--- src/sv/flhu_ram.sv ---
// generic single write, single read port ram with registered read data
// no dependencies
module flhu_ram #(
    parameter int WIDTH = 8,
    parameter int DEPTH = 256
) (
    input  logic                     i_clk,
    input  logic                     i_we,
    input  logic [$clog2(DEPTH)-1:0] i_waddr,
    input  logic [WIDTH-1:0]         i_wdata,
    input  logic [$clog2(DEPTH)-1:0] i_raddr,
    output logic [WIDTH-1:0]         o_rdata
);

    logic [WIDTH-1:0] r_mem [DEPTH];
    logic [WIDTH-1:0] r_rdata;

    always_ff @(posedge i_clk) begin
        if (i_we) begin
            r_mem[i_waddr] <= i_wdata;
        end
        r_rdata <= r_mem[i_raddr];
    end

    assign o_rdata = r_rdata;

endmodule

--- config.mk ---
export PLATFORM = sky130hd
export DESIGN_NAME = flhu_ram
export DESIGN_NICKNAME = d
export VERILOG_FILES = /design/src/sv/flhu_ram.sv
export SDC_FILE = /design/constraint.sdc
export NUM_CORES = 2
export LEC_CHECK = 0
export BUFFER_PORTS_ARGS = -buffer_cell sky130_fd_sc_hd__buf_4
export CORE_MARGIN = 5
export CORE_UTILIZATION = 50
export CTS_BUF_LIST = sky130_fd_sc_hd__clkbuf_16
export CTS_CLUSTER_DIAMETER = 200
export DETAILED_ROUTE_END_ITERATION = 12
export HOLD_SLACK_MARGIN = 0.12
export PLACE_DENSITY = 0.65
export SLEW_MARGIN = 20
export SYNTH_ARGS = -nofsm -noshare
export SYNTH_HDL_FRONTEND = slang
export SYNTH_SLANG_ARGS = --single-unit
--- constraint.sdc ---
create_clock -name i_clk -period 3.1 [get_ports i_clk]
set_input_delay 0.62 -clock i_clk [delete_from_list [all_inputs] [get_ports i_clk]]
set_output_delay 0.62 -clock i_clk [all_outputs]
set_load 0.005 [all_outputs]
==> impl_metrics.ini <==
[outcome]
status = complete, no violations

[critical_path]
reg2reg_from = r_mem[27][3]
cp-startpoint = i_raddr[0]
cp-start-kind = input pin
r2r_slack_ns = 0.31
rr_endpoint = o_rdata[3]
critPathRequiredTime_ns = 3.84
cp-end-kind = register
path_class = in2reg
crit_fanout = 15
rr_worst_depth = 7
arrival_ns = 3.60

[synth]
yosys.area_share.simple = 0.0263
synth_edf_count = 2048
synthesis.area_um2 = 79600
synth_ff_type = edfxtp_1
ys_ff_latch = 2056
ys_seq_area_frac = 0.775
syn_nets = 3759
avgSynthCellArea_um2 = 21.3
synth_compound_area_frac = 0.0342
synth_top_family_by_area = multiplexers
yosysWarnings = 0
synthXorXnorAreaFrac = 0
synth_fa_ha_area_frac = 0
muxShareOfSynthArea = 0.146
ys_async_sr_fraction = 0
syn_inst = 3733
ys_types = 55

[route]
dr_wl_met3_um = 17600
routedWlPerCell_um = 30.2
num_vias = 40700
ant_nets = 0
route.top_layer_used = met5
drc = 0
drt_pass1_iterations = 6
wl_met1_um = 80900
viasPerCell = 6.18
drt_iter0_drc = 4834
routed_wl_um = 199000
wl_met2_um = 95000

[clocking]
cts.sinks = 2056
h-tree-depth = 4
cts_max_path_buffers = 3
clkTransAtPathRegs_ns = 0.06
postCtsSetupBuffers = 0
clock-root-buffer = clkbuf_16
clock_latency_ns = 0.85
cts_resized = 0
cts_tree = done
cts_hold_buf = 1
cts_buffers = 199

[pwr]
leakage_nw = 30.1
ir_worst_vdd_mv = 0.543
finalPower_mw = 56.9
power_density_nw_per_um2 = 613

[placement]
hpwlAfterDp_um = 129000
placed_area_um2 = 86500
port_buffers = 33
place.gp.congestion = 0.842

[sta]
relSlewSlack = 0.292
rsz0062_at_grt = false
tns_ns = 0
slew_violations = 0
fmax_mhz = 350
fin_skew_ns = 0.0434
tightestPinTransition_ns = 1.06
timing.final.crit_share = 0.921
fin_crit_ns = 2.86
hold_violations = 0
setup_viol = 0

[finish]
drive_above_1_share = 0.309
stdcell_area_um2 = 92800
syn_to_final_growth_pct = 16.6
layout_common_cells = 2048 x edfxtp_1, 571 x buf_4, 454 x mux4_2
nNetsFinal = 4374
layout_commonest_cell = edfxtp_1
n_fill_cell = 11200

[floorplan]
core_um2 = 158000
die_h_um = 409
die_w_um = 409
io_pins = 34
num_rows = 146
fp.dieArea_um2 = 167000
start_util = 0.502

[grt]
grt_pass1_wl_um = 291000
globalRouteOverflowTotal = 0
antenna_found_initial = 7
grt_use_total = 0.239
grt_max_degree = 125
grt_pass1_vias = 41300

[hold_path]
min_to = r_mem[242][4]
hold_depth = 1
min_path_type = in2reg
worstHoldStart = i_wdata[4]

[run]
cap_violations = 0
[routing by layer]
layer  up-vias  GRT usage
met5         -          0
met4         4     0.0654
met3       314     0.0491
met2      1985      0.374
met1     21500      0.348
li1      16900          -
[cell type report]
cell class	instances	area [µm²]	area share
diodes	3	7.51	0.0000809
well taps	2072	2590	0.0279
flip-flops and latches	2056	61700	0.665
inverters	2	7.51	0.0000809
clock inverters	165	1250	0.0135
clock buffers	200	5000	0.0539
multi-input cells	1442	16500	0.178
repair buffers	647	5750	0.0620
[worst max-delay path by stage]
stage / slack [ns] / to
after global placement: -0.60 / o_rdata[7]
after global routing: 0.23 / o_rdata[7]
after detailed placement: -0.59 / o_rdata[7]
after CTS: 0.32 / o_rdata[7]
after floorplan: 0.54 / o_rdata[2]
final: 0.24 / o_rdata[3]
[worst max-delay path: stages]
cell and delay (ns):
buf_8 0.20, buf_12 0.22, buf_12 0.19, mux4_2 0.51, a22o_1 0.25, a221oi_1 0.47
o221ai_1 0.29, a211oi_1 0.54, buf_4 0.22, nor4_1 0.05
[per-stage QoR]
stage / std cells / util / setup WS, ns / hold WS [ns]
finish: 6587 / 0.586 / 0.245 / 0.194
global route: 6584 / 0.586 / 0.231 / 0.178
CTS: 6584 / 0.586 / 0.322 / 0.161
detailed placement: 6218 / 0.546 / -0.589 / 0.966
global placement: 6218 / 0.546 / -0.602 / 0.977
floorplan: 3733 / - / 0.542 / 0.719
[power breakdown]
part	total (mW)	switching [mW]	internal [mW]
Clock	23.0	10.3	12.8
Sequential	30.7	0.0703	30.6
Combinational	3.10	1.86	1.24
Total	56.9	12.2	44.6
[flip-flops by register name, indices dropped and copies added, names as in the netlist]
register / flops
o_rdata: 8
r_mem: 2048
[cell usage after synthesis, drive strengths merged (10+ instances only)]
master	instances	area, µm²
a211oi	16	120
a21oi	96	480
a221oi	14	129
a22oi	133	998
buf	122	1030
clkbuf	111	417
edfxtp	2048	61500
mux2i	134	1340
mux4	456	10300
nand2	33	124
nand3	34	170
nand4	10	62.6
nor2	282	1060
nor2b	31	194
nor3	22	110
nor4	27	188
o211ai	10	75.1
o21ai	12	60.1
o221ai	47	418
o22ai	28	175
[kinds of logic after synthesis]
logic type	after synthesis
DFF	2056
muxes	591
and+or+nand+nor	466
AOI/OAI and AO/OA	385
buffers and inverters	235
Note: power is estimated with default switching activity, not from simulation.
