### config.mk
export PLATFORM = sky130hd
export DESIGN_NAME = flhu_cell_upd
export DESIGN_NICKNAME = d
export VERILOG_FILES = /design/src/sv/flhu_pkg.sv /design/src/sv/flhu_cell_upd.sv
export SDC_FILE = /design/constraint.sdc
export NUM_CORES = 1
export LEC_CHECK = 0
export BUFFER_PORTS_ARGS = -buffer_cell sky130_fd_sc_hd__buf_2
export CORE_MARGIN = 2
export CORE_UTILIZATION = 40
export DETAILED_ROUTE_END_ITERATION = 7
export MAX_ROUTING_LAYER = met4
export PLACE_DENSITY = 0.64
export REMOVE_ABC_BUFFERS = 1
export SLEW_MARGIN = 20
export SYNTH_ARGS = -nofsm -noshare
export SYNTH_HDL_FRONTEND = slang
export SYNTH_SLANG_ARGS = --single-unit
### constraint.sdc
create_clock -name vclk -period 2.7
set_input_delay 0.135 -clock vclk [all_inputs]
set_output_delay 0.135 -clock vclk [all_outputs]
set_load 0.1 [all_outputs]
### src/sv/flhu_pkg.sv
// package for the fault line height grid update block
// types, codes and grid constants shared by every module but flhu_ram; no dependencies
package flhu_pkg;

    localparam int GRID_W    = 8;
    localparam int GRID_EDGE = 1 << GRID_W;
    localparam int IDX_W     = 2 * GRID_W;
    localparam int GRID_SIZE = GRID_EDGE * GRID_EDGE;
    localparam int EDGE_W    = GRID_W + 1;
    localparam int HGT_W     = 8;
    localparam int DIF_W     = 9;
    localparam int PRD_W     = 2 * DIF_W;
    localparam int Z_W       = 20;
    localparam int CFG_IDX_W = 2;
    localparam int CFG_DAT_W = 9;

    localparam logic [HGT_W-1:0] HGT_MID  = 8'd127;
    localparam logic [HGT_W-1:0] HGT_MAX  = 8'd255;
    localparam logic [HGT_W-1:0] HGT_MIN  = 8'd0;
    localparam logic [EDGE_W-1:0] TILE_RST = EDGE_W'(GRID_EDGE);

    localparam logic [1:0] ACT_WRITE = 2'd0;
    localparam logic [1:0] ACT_READ  = 2'd1;
    localparam logic [1:0] ACT_FAULT = 2'd2;

    localparam logic [CFG_IDX_W-1:0] CFG_MAX_HEIGHT = 2'd0;
    localparam logic [CFG_IDX_W-1:0] CFG_MIN_HEIGHT = 2'd1;
    localparam logic [CFG_IDX_W-1:0] CFG_TILE_SIZE  = 2'd2;

    typedef struct packed {
        logic [1:0]       action;
        logic [GRID_W-1:0] cell_x;
        logic [GRID_W-1:0] cell_y;
        logic [HGT_W-1:0] cell_value;
        logic [7:0]       fault_x1;
        logic [7:0]       fault_y1;
        logic [7:0]       fault_x2;
        logic [7:0]       fault_y2;
        logic [HGT_W-1:0] fault_depth;
    } t_in_item;

    typedef struct packed {
        logic [HGT_W-1:0] read_height;
        logic [1:0]       done_action;
    } t_out_item;

    typedef struct packed {
        logic             neg;
        logic [HGT_W-1:0] depth;
        logic [HGT_W-1:0] max_h;
        logic [HGT_W-1:0] min_h;
    } t_upd_ctl;

    typedef enum logic [2:0] {
        S_CLEAR,
        S_IDLE,
        S_READ,
        S_FMUL,
        S_FSTART,
        S_FWALK,
        S_FDRAIN,
        S_FINISH
    } t_state;

endpackage

### src/sv/flhu_cell_upd.sv
// per cell raise or lower decision of the fault walk, with height limits
// depends on flhu_pkg
module flhu_cell_upd (
    input  logic [flhu_pkg::HGT_W-1:0] i_height,
    input  flhu_pkg::t_upd_ctl         i_ctl,
    output logic                       o_we,
    output logic [flhu_pkg::HGT_W-1:0] o_value
);

    logic [flhu_pkg::HGT_W:0]   sum;
    logic [flhu_pkg::HGT_W+1:0] floor_sum;

    always_comb begin
        sum       = {1'b0, i_height} + {1'b0, i_ctl.depth};
        floor_sum = {2'b00, i_ctl.min_h} + {2'b00, i_ctl.depth};
        if (i_ctl.neg) begin
            o_we    = sum < {1'b0, i_ctl.max_h};
            o_value = sum[flhu_pkg::HGT_W-1:0];
        end else begin
            o_we    = {2'b00, i_height} > floor_sum;
            o_value = i_height - i_ctl.depth;
        end
    end

endmodule

==> results of run 1 <==
[cells in the mapped netlist, types with 2 or more instances]
cell,count,area share
nand2_1,5,0.013
buf_4,3,0.016
a21oi_1,12,0.042
a211oi_1,2,0.010
inv_2,2,0.0052
nor3_1,6,0.021
o31a_1,2,0.012
o21a_1,3,0.016
ha_1,38,0.33
o21bai_2,2,0.016
o21ai_1,9,0.031
o211ai_1,2,0.010
xor2_1,8,0.049
nor4_1,5,0.022
xnor2_1,9,0.055
nand4_1,2,0.0087
nor2b_1,5,0.022
o21ai_0,6,0.021
inv_1,20,0.052
nand3_1,3,0.010
fa_1,3,0.042
nor2_1,14,0.036
nand2b_1,6,0.026
[worst min path at each step]
stage	end	slack, ns	cells after the start
after floorplan	o_value[0]	0.74	2
after global placement	o_value[0]	0.85	4
after detailed placement	o_value[0]	0.85	4
after CTS	o_value[0]	0.86	4
after global routing	o_we	0.92	4
final	o_we	0.87	4
[worst max-delay path, cell delays in order]
cell and delay (ns):
buf_2 0.13, ha_4 0.16, inv_1 0.06, fa_2 0.20, nor2b_2 0.05, o31a_1 0.23, o21ai_1 0.11, nand2b_1 0.07
xnor2_1 0.12, ha_1 0.30, a22o_1 0.23, nor4_2 0.13, a31oi_1 0.12, o21ai_2 0.09, o22ai_2 0.10, buf_12 0.19
[cells by family (layout without fill, tap and decap cells)]
| group | after synthesis | in the layout |
|---|---|---|
| compound gates | 50 | 50 |
| mux | 1 | 1 |
| xor+xnor | 17 | 17 |
| fa+ha+maj | 41 | 41 |
| simple gates | 50 | 50 |
| buf+inv | 26 | 78 |
[cell usage in the layout, fill, tap and decap left out, types with 3 or more instances in the layout]
master,Yosys,final
xor2_1,8,8
inv_1,20,19
nor3_1,6,5
buf_2,1,41
o21ai_2,0,3
buf_4,3,14
ha_1,38,36
nor2_1,14,14
xnor2_1,9,8
nor4_1,5,4
o21ai_0,6,5
o21a_1,3,3
a21oi_1,12,11
o21ai_1,9,7
nand3_1,3,3
nand2b_1,6,6
inv_2,2,3
nor2b_1,5,3
nand2_1,5,5
[repair_timing]
action | 4_1_cts | 5_1_grt
setup endpoints to repair | 1 | 1
pin swaps | 1 | 1
buffers inserted | 0 | 0
resized for setup | 5 | 14
[where the power goes]
part	internal, uW	total (uW)	switching [uW]
Combinational	248	698	450
Sequential	0	0	0
Clock	0	0	0
Total	248	698	450
[layer usage]
metal / vias up / wire length, um
met5: - / 0
met4: 0 / 0
met3: 0 / 155
met2: 32 / 1660
met1: 654 / 1590
li1: 768 / -
[final cells by class]
cell class,instances,area share
timing repair buffer,56,0.175
inverter,22,0.0438
tap,46,0.0305
multi-input combinational,159,0.750
[through the flow]
stage | total power (uW) | setup slack, ns | hold slack, ns | std cells | setup TNS, ns
after floorplan | 507 | -0.805 | 0.741 | 181 | -1.20
after global routing | 762 | -0.0190 | 0.925 | 283 | -0.0190
after CTS | 678 | 0.0103 | 0.859 | 283 | 0
after global placement | 664 | -0.0183 | 0.850 | 283 | -0.0183
after detailed placement | 671 | -0.111 | 0.851 | 283 | -0.111
final | 698 | 0.127 | 0.872 | 283 | 0
==> summary.md, run 1 <==
| Metric | Value |
|---|---|
| Antenna Nets Post-Route | `0` |
| Crit. End Element | `output port` |
| GR met2 Demand/Resource | `0.327` |
| Hold wc startpoint | `i_ctl[24]` |
| Share of layout cells above drive strength 1 | `0.346` |
| Vert. Die Dim | `64 um` |
| Largest family of logic cells by synthesized area | `adder cells` |
| Complex-gate fraction of the synthesized area | `0.258` |
| WL/cell | `12.0 um` |
| RSZ-0062 raised after global routing | `true` |
| Area grow syn2layout | `30.9%` |
| Worst hold path class | `primary input to output port` |
| Met1 Resource Use GR | `0.226` |
| Multiplexer share of the synthesized area | `0.00695` |
| Reg area | `0 sq um` |
| Rel. slew slack | `0.672` |
| Max Clk Rate | `389 MHz` |
| Die width | `64 um` |
| Gr usage total | `0.176` |
| Post-layout minimum cycle time | `2.57 ns` |
| Max-slew violation count | `0` |
| FFs & Latches | `0` |
| Die area | `4100 sq um` |
| First-pass iteration count of the detailed router | `4` |
| Vias per inst | `5.14` |
| Footprint of the multi-input gates | `1420 sq um` |
| CP required | `2.57 ns` |
| Row cnt | `21` |
| DP Wirelength | `3.00 mm` |
| Final setup fails | `0` |
| Drt total wl | `3.40 mm` |
| Avg Cell Area, Syn | `7.78 sq um` |
| Static leakage | `0.000945 uW` |
| Ports | `42` |
| Worst setup path endpoint | `o_we` |
| Critical Path Start | `i_ctl[16]` |
| Fill count | `322` |
| Post-synthesis sequential area ratio | `0` |
| Tcrit/Tclk final | `0.953` |
| Drc violations | `0` |
| Vias in the first global route | `1430` |
| # hold bufs at CTS | `0` |
| Core Region | `3390 sq um` |
| CP startpoint kind | `primary input` |
| Utilization after layout | `0.556` |
| Synth Area in Adders | `0.372` |
| Vias | `1454` |
| Pwr dens | `370 nW/um^2` |
| Number of port buffers | `42` |
| Initial core utilization | `0.425` |
| Status | `finished, final reports clean` |
| Grt total ovfl | `0` |
| Initial antenna violation count | `0` |
| Iter 0 DRT Violations | `32` |
| Final hold violation count | `0` |
| Crit path max fanout | `3` |
| Maximum VDD drop | `0.000142 V` |
| Worst EP arrival | `2.44 ns` |
| Largest net degree at the start of global routing | `16` |
| Met3 GRT Util | `0.00352` |
| Crit Path Category | `primary input to output port` |
| Busiest grt layer | `met2` |
| Synth warn | `0` |
| Post-place instance area | `1800 sq um` |
| Maxcap violations | `0` |
| Fin nets | `313` |
| Fin area | `1890 sq um` |
| Simple-gate share of the synthesized area | `0.183` |
| Post-synthesis xor/xnor area fraction | `0.103` |
| Least-Margin Pin Slew | `0.495 ns` |
| Synth cell types | `41` |
| First-pass GRT wire length | `5.84 mm` |
| GPL Wtd Cong | `0.821` |
| Gate Count Post-Synth | `185` |
| Synth Cell Area | `1440 sq um` |
| # diodes | `0` |
| Clkbuf count | `0` |
Power figures use the tool's default switching activity.
==> run 2: changes to the inputs <==
Settings changed: CELL_PAD_IN_SITES_DETAIL_PLACEMENT set to 1, CELL_PAD_IN_SITES_GLOBAL_PLACEMENT set to 1, PLACE_DENSITY 0.64 to 0.85.
==> run 2 against run 1 <==
The run now ends with negative setup slack left. Power increased by 4.8%. Hold slack got worse by 0.025 ns. Critical path type unchanged. Flip-flop and latch count unchanged. Non-clock buffer count increased by 1.
==> summary.md, run 2 (same netlist as run 1, synthesis figures left out) <==
| Metric | Value |
|---|---|
| Vert. Die Dim | `64 um` |
| Most frequent cells in the layout | `39 x buf_2, 34 x ha_1, 19 x inv_1, 14 x nor2_1, 14 x buf_4` |
| Gr usage total | `0.224` |
| Core Region | `3390 sq um` |
| # hold bufs at CTS | `0` |
| DP Wirelength | `3.80 mm` |
| Fin area | `1910 sq um` |
| Vias in the first global route | `1634` |
| GPL Wtd Cong | `0.884` |
| Post-place instance area | `1790 sq um` |
| Critical Path Most Common Cell | `o21ai_1` |
| Post-layout minimum cycle time | `2.72 ns` |
| Least-Margin Pin Slew | `0.503 ns` |
| Status | `finished, violations left` |
| Area grow syn2layout | `32.3%` |
| Ports | `42` |
| CP max stage cell | `ha_1` |
| Pwr dens | `384 nW/um^2` |
| Largest net degree at the start of global routing | `16` |
| Failing checks | `negative setup slack` |
| CP startpoint kind | `primary input` |
| Total Power | `732 uW` |
| Iter 0 DRT Violations | `18` |
| First-pass iteration count of the detailed router | `4` |
| Max-slew violation count | `0` |
| Rel. slew slack | `0.667` |
| Row cnt | `21` |
| Worst setup margin | `-0.0190 ns` |
| Number of port buffers | `42` |
| Worst Path Buf+Inv | `4` |
| Drc violations | `0` |
| Setup tns final | `-0.0190 ns` |
| Fin nets | `314` |
| Post-Layout Cell Count | `284` |
| Vias | `1600` |
| WL/cell | `17.3 um` |
| CP cell instances | `buf_8 > ha_4 > inv_2 > fa_2 > nor2b_2 > o31a_1 > o21ai_1 > nand2b_1 > xnor2_1 > ha_1 > buf_6 > nand4_1 > o21ai_1 > a31oi_1 > o21ai_1 > o22ai_2 > buf_12` |
| Die area | `4100 sq um` |
| Static leakage | `0.000943 uW` |
| Commonest non-fill, non-tap cell in the layout | `buf_2` |
| RSZ-0062 raised after global routing | `true` |
| Clkbuf count | `0` |
| Max stage delay on crit path | `0.32 ns` |
| Reg area | `0 sq um` |
| Antenna Nets Post-Route | `0` |
| Tcrit/Tclk final | `1.01` |
| WHS | `0.847 ns` |
| Post-Place Cells | `282` |
| CP required | `2.57 ns` |
| Worst EP arrival | `2.58 ns` |
| Final hold violation count | `0` |
| Crit. End Element | `output port` |
| Maximum VDD drop | `0.000151 V` |
| Vias per inst | `5.63` |
| Share of layout cells above drive strength 1 | `0.328` |
| Final setup fails | `1` |
| Initial antenna violation count | `0` |
| FFs & Latches | `0` |
| Initial core utilization | `0.425` |
| Delay-heaviest family, CP | `compound AO/OA/AOI/OAI gates` |
| First-pass GRT wire length | `7.25 mm` |
| Worst hold path class | `primary input to output port` |
| Crit Path Category | `primary input to output port` |
| Grt total ovfl | `0` |
| Maxcap violations | `0` |
| # diodes | `0` |
| Drt total wl | `4.91 mm` |
| Max Clk Rate | `368 MHz` |
| Crit path max fanout | `3` |
| Die width | `64 um` |
-- run 2: changes by cell type in the layout (fill, tap and decap cells not counted), moves of 2 or more --
| cell | delta |
|---|---|
| buf_2 | -2 |
| buf_6 | +2 |
| ha_1 | -2 |
| ha_4 | +2 |
| o21ai_1 | +4 |
| o21ai_2 | -3 |
-- run 2: per-layer routing --
metal,global-route usage,part of all wire
met2,0.439,0.54
met1,0.257,0.42
met3,0.00528,0.024
met4,0.0299,0.015
met5,-,0
-- run 2: cell type report --
type	instances	area (sq um)
Timing Repair Buffer	57	358
Multi-Input combinational cell	159	1410
Fill cell	437	1480
Tap cell	46	57.6
Inverter	22	82.6
-- run 2: final timing paths --
path / startpoint / end / slack, ns / cells past startpoint
min: i_ctl[16] / o_value[0] / 0.85 / 4
max: i_ctl[16] / o_we / -0.02 / 17
-- run 2: timing repair --
action                                  in CTS  in global routing
endpoints found under the setup margin       1                  1
setup buffers                                1                  1
gates resized for setup                     11                  9
pin swaps                                    4                 15
-- run 2: where the power goes --
part	internal, uW	switching, uW	leakage, uW
Sequential	0	0	0
Combinational	256	475	0.000943
Clock	0	0	0
Total	256	475	0.000943
-- run 2: stage by stage --
step | setup slack, ns | util
6_report | -0.0190 | 0.562
4_1_cts | -0.00927 | 0.546
5_1_grt | -0.133 | 0.562
3_5_place_dp | -0.120 | 0.529
2_1_floorplan | -0.805 | -
3_3_place_gp | -0.0139 | 0.529
-- run 2: worst min-delay path: cells and delay by family --
family                   cells  cell delay [ns]
buffers and inverters        3             0.42
adder cells (fa/ha/maj)      1             0.16
==> run 3: changes to the inputs <==
Settings changed: MAX_ROUTING_LAYER met4 to unset.
==> run 3 against run 2 <==
The flow still finishes with violations (negative setup slack). Wire length grew 0.29%. Highest routed layer unchanged. Count of clock-buffer cells in the layout is the same. Hold slack lost 0.0041 ns.
==> summary.md, run 3 (same netlist as run 1, synthesis figures left out) <==
| Metric | Value |
|---|---|
| Status | `finished, violations left` |
| Failing checks | `negative setup slack` |
| Commonest non-fill, non-tap cell in the layout | `buf_2` |
| Drc violations | `0` |
| Fin area | `1910 sq um` |
| Vert. Die Dim | `64 um` |
| Reg area | `0 sq um` |
| Crit. End Element | `output port` |
| Grt total ovfl | `0` |
| CP startpoint kind | `primary input` |
| Initial antenna violation count | `0` |
| Share of layout cells above drive strength 1 | `0.328` |
| Fin nets | `314` |
| Fill count | `437` |
| WL/cell | `17.3 um` |
| FFs & Latches | `0` |
| Most frequent cells in the layout | `39 x buf_2, 34 x ha_1, 19 x inv_1, 14 x nor2_1, 14 x buf_4` |
| Vias | `1597` |
| Crit path max fanout | `3` |
| Worst hold path class | `primary input to output port` |
| GR met2 Demand/Resource | `0.439` |
| RSZ-0062 raised after global routing | `true` |
| Core Region | `3390 sq um` |
| Ports | `42` |
| CP cell instances | `buf_8 > ha_4 > inv_2 > fa_2 > nor2b_2 > o31a_1 > o21ai_1 > nand2b_1 > xnor2_1 > ha_1 > buf_6 > nand4_1 > o21ai_1 > a31oi_1 > o21ai_1 > o22ai_2 > buf_12` |
| Post-layout minimum cycle time | `2.72 ns` |
| Total Power | `732 uW` |
| Maxcap violations | `0` |
| Rel. slew slack | `0.664` |
| Met1 Resource Use GR | `0.253` |
| # diodes | `0` |
| Max stage delay on crit path | `0.32 ns` |
| Post-Place Cells | `282` |
| Delay-heaviest family, CP | `compound AO/OA/AOI/OAI gates` |
| Max Clk Rate | `368 MHz` |
| Die width | `64 um` |
| Initial core utilization | `0.425` |
| Met3 GRT Util | `0.0123` |
| CP max stage cell | `ha_1` |
| Drt total wl | `4.93 mm` |
| CP required | `2.57 ns` |
| Number of port buffers | `42` |
| Maximum VDD drop | `0.000150 V` |
| Vias per inst | `5.62` |
| First-pass GRT wire length | `7.25 mm` |
| Crit Path Category | `primary input to output port` |
| Least-Margin Pin Slew | `0.508 ns` |
| Post-Layout Cell Count | `284` |
| Worst EP arrival | `2.58 ns` |
| Final setup fails | `1` |
| Antenna Nets Post-Route | `0` |
| Worst setup margin | `-0.0165 ns` |
| Setup tns final | `-0.0165 ns` |
| Critical Path Most Common Cell | `o21ai_1` |
| Static leakage | `0.000943 uW` |
| DP Wirelength | `3.80 mm` |
| Post-place instance area | `1790 sq um` |
| Busiest grt layer | `met2` |
| Iter 0 DRT Violations | `24` |
| Final hold violation count | `0` |
| Largest net degree at the start of global routing | `16` |
| Die area | `4100 sq um` |
| Pwr dens | `384 nW/um^2` |
| Area grow syn2layout | `32.3%` |
| First-pass iteration count of the detailed router | `4` |
| Vias in the first global route | `1634` |
| Gr usage total | `0.218` |
| Max-slew violation count | `0` |
| # hold bufs at CTS | `0` |
| Tcrit/Tclk final | `1.01` |
| Worst Path Buf+Inv | `4` |
| GPL Wtd Cong | `0.870` |
| Clkbuf count | `0` |
| Row cnt | `21` |
| Dpl ws | `-0.120 ns` |
run 3: cell counts in the layout (fill, tap and decap cells not counted):
Identical to the previous run, type by type.
run 3: power by group:
part	internal, uW	total, uW	switching, uW
registers	0	0	0
clock network	0	0	0
logic	256	732	476
run 3: metrics by stage:
step / hold WS, ns / util
6_report: 0.843 / 0.562
5_1_grt: 0.876 / 0.562
4_1_cts: 0.846 / 0.546
3_5_place_dp: 0.871 / 0.529
3_3_place_gp: 0.851 / 0.529
2_1_floorplan: 0.741 / -
run 3: layout make-up:
class | count | area (sq um) | area share
well taps | 46 | 57.6 | 0.0302
inverters | 22 | 82.6 | 0.0433
repair buffers | 57 | 358 | 0.188
multi-input cells | 159 | 1410 | 0.739
run 3: final timing paths:
path,start,to,depth (start not counted)
worst max-delay path,i_ctl[16],o_we,17
worst min-delay path,i_ctl[16],o_value[0],4
run 3: layer usage:
metal  share of wire  vias up
li1                -      775
met1            0.41      770
met2            0.54       44
met3           0.028        8
met4           0.015        0
met5               0        -
run 3: repair_timing:
action / CTS / global route
setup endpoints to repair: 1 / 1
buffers inserted: 1 / 1
gates resized for setup: 11 / 9
pin swaps: 4 / 15
run 3: tightest hold or removal path, stage by stage:
cell	delay (ns)
buf_8	0.09
ha_1	0.15
inv_1	0.04
buf_2	0.28
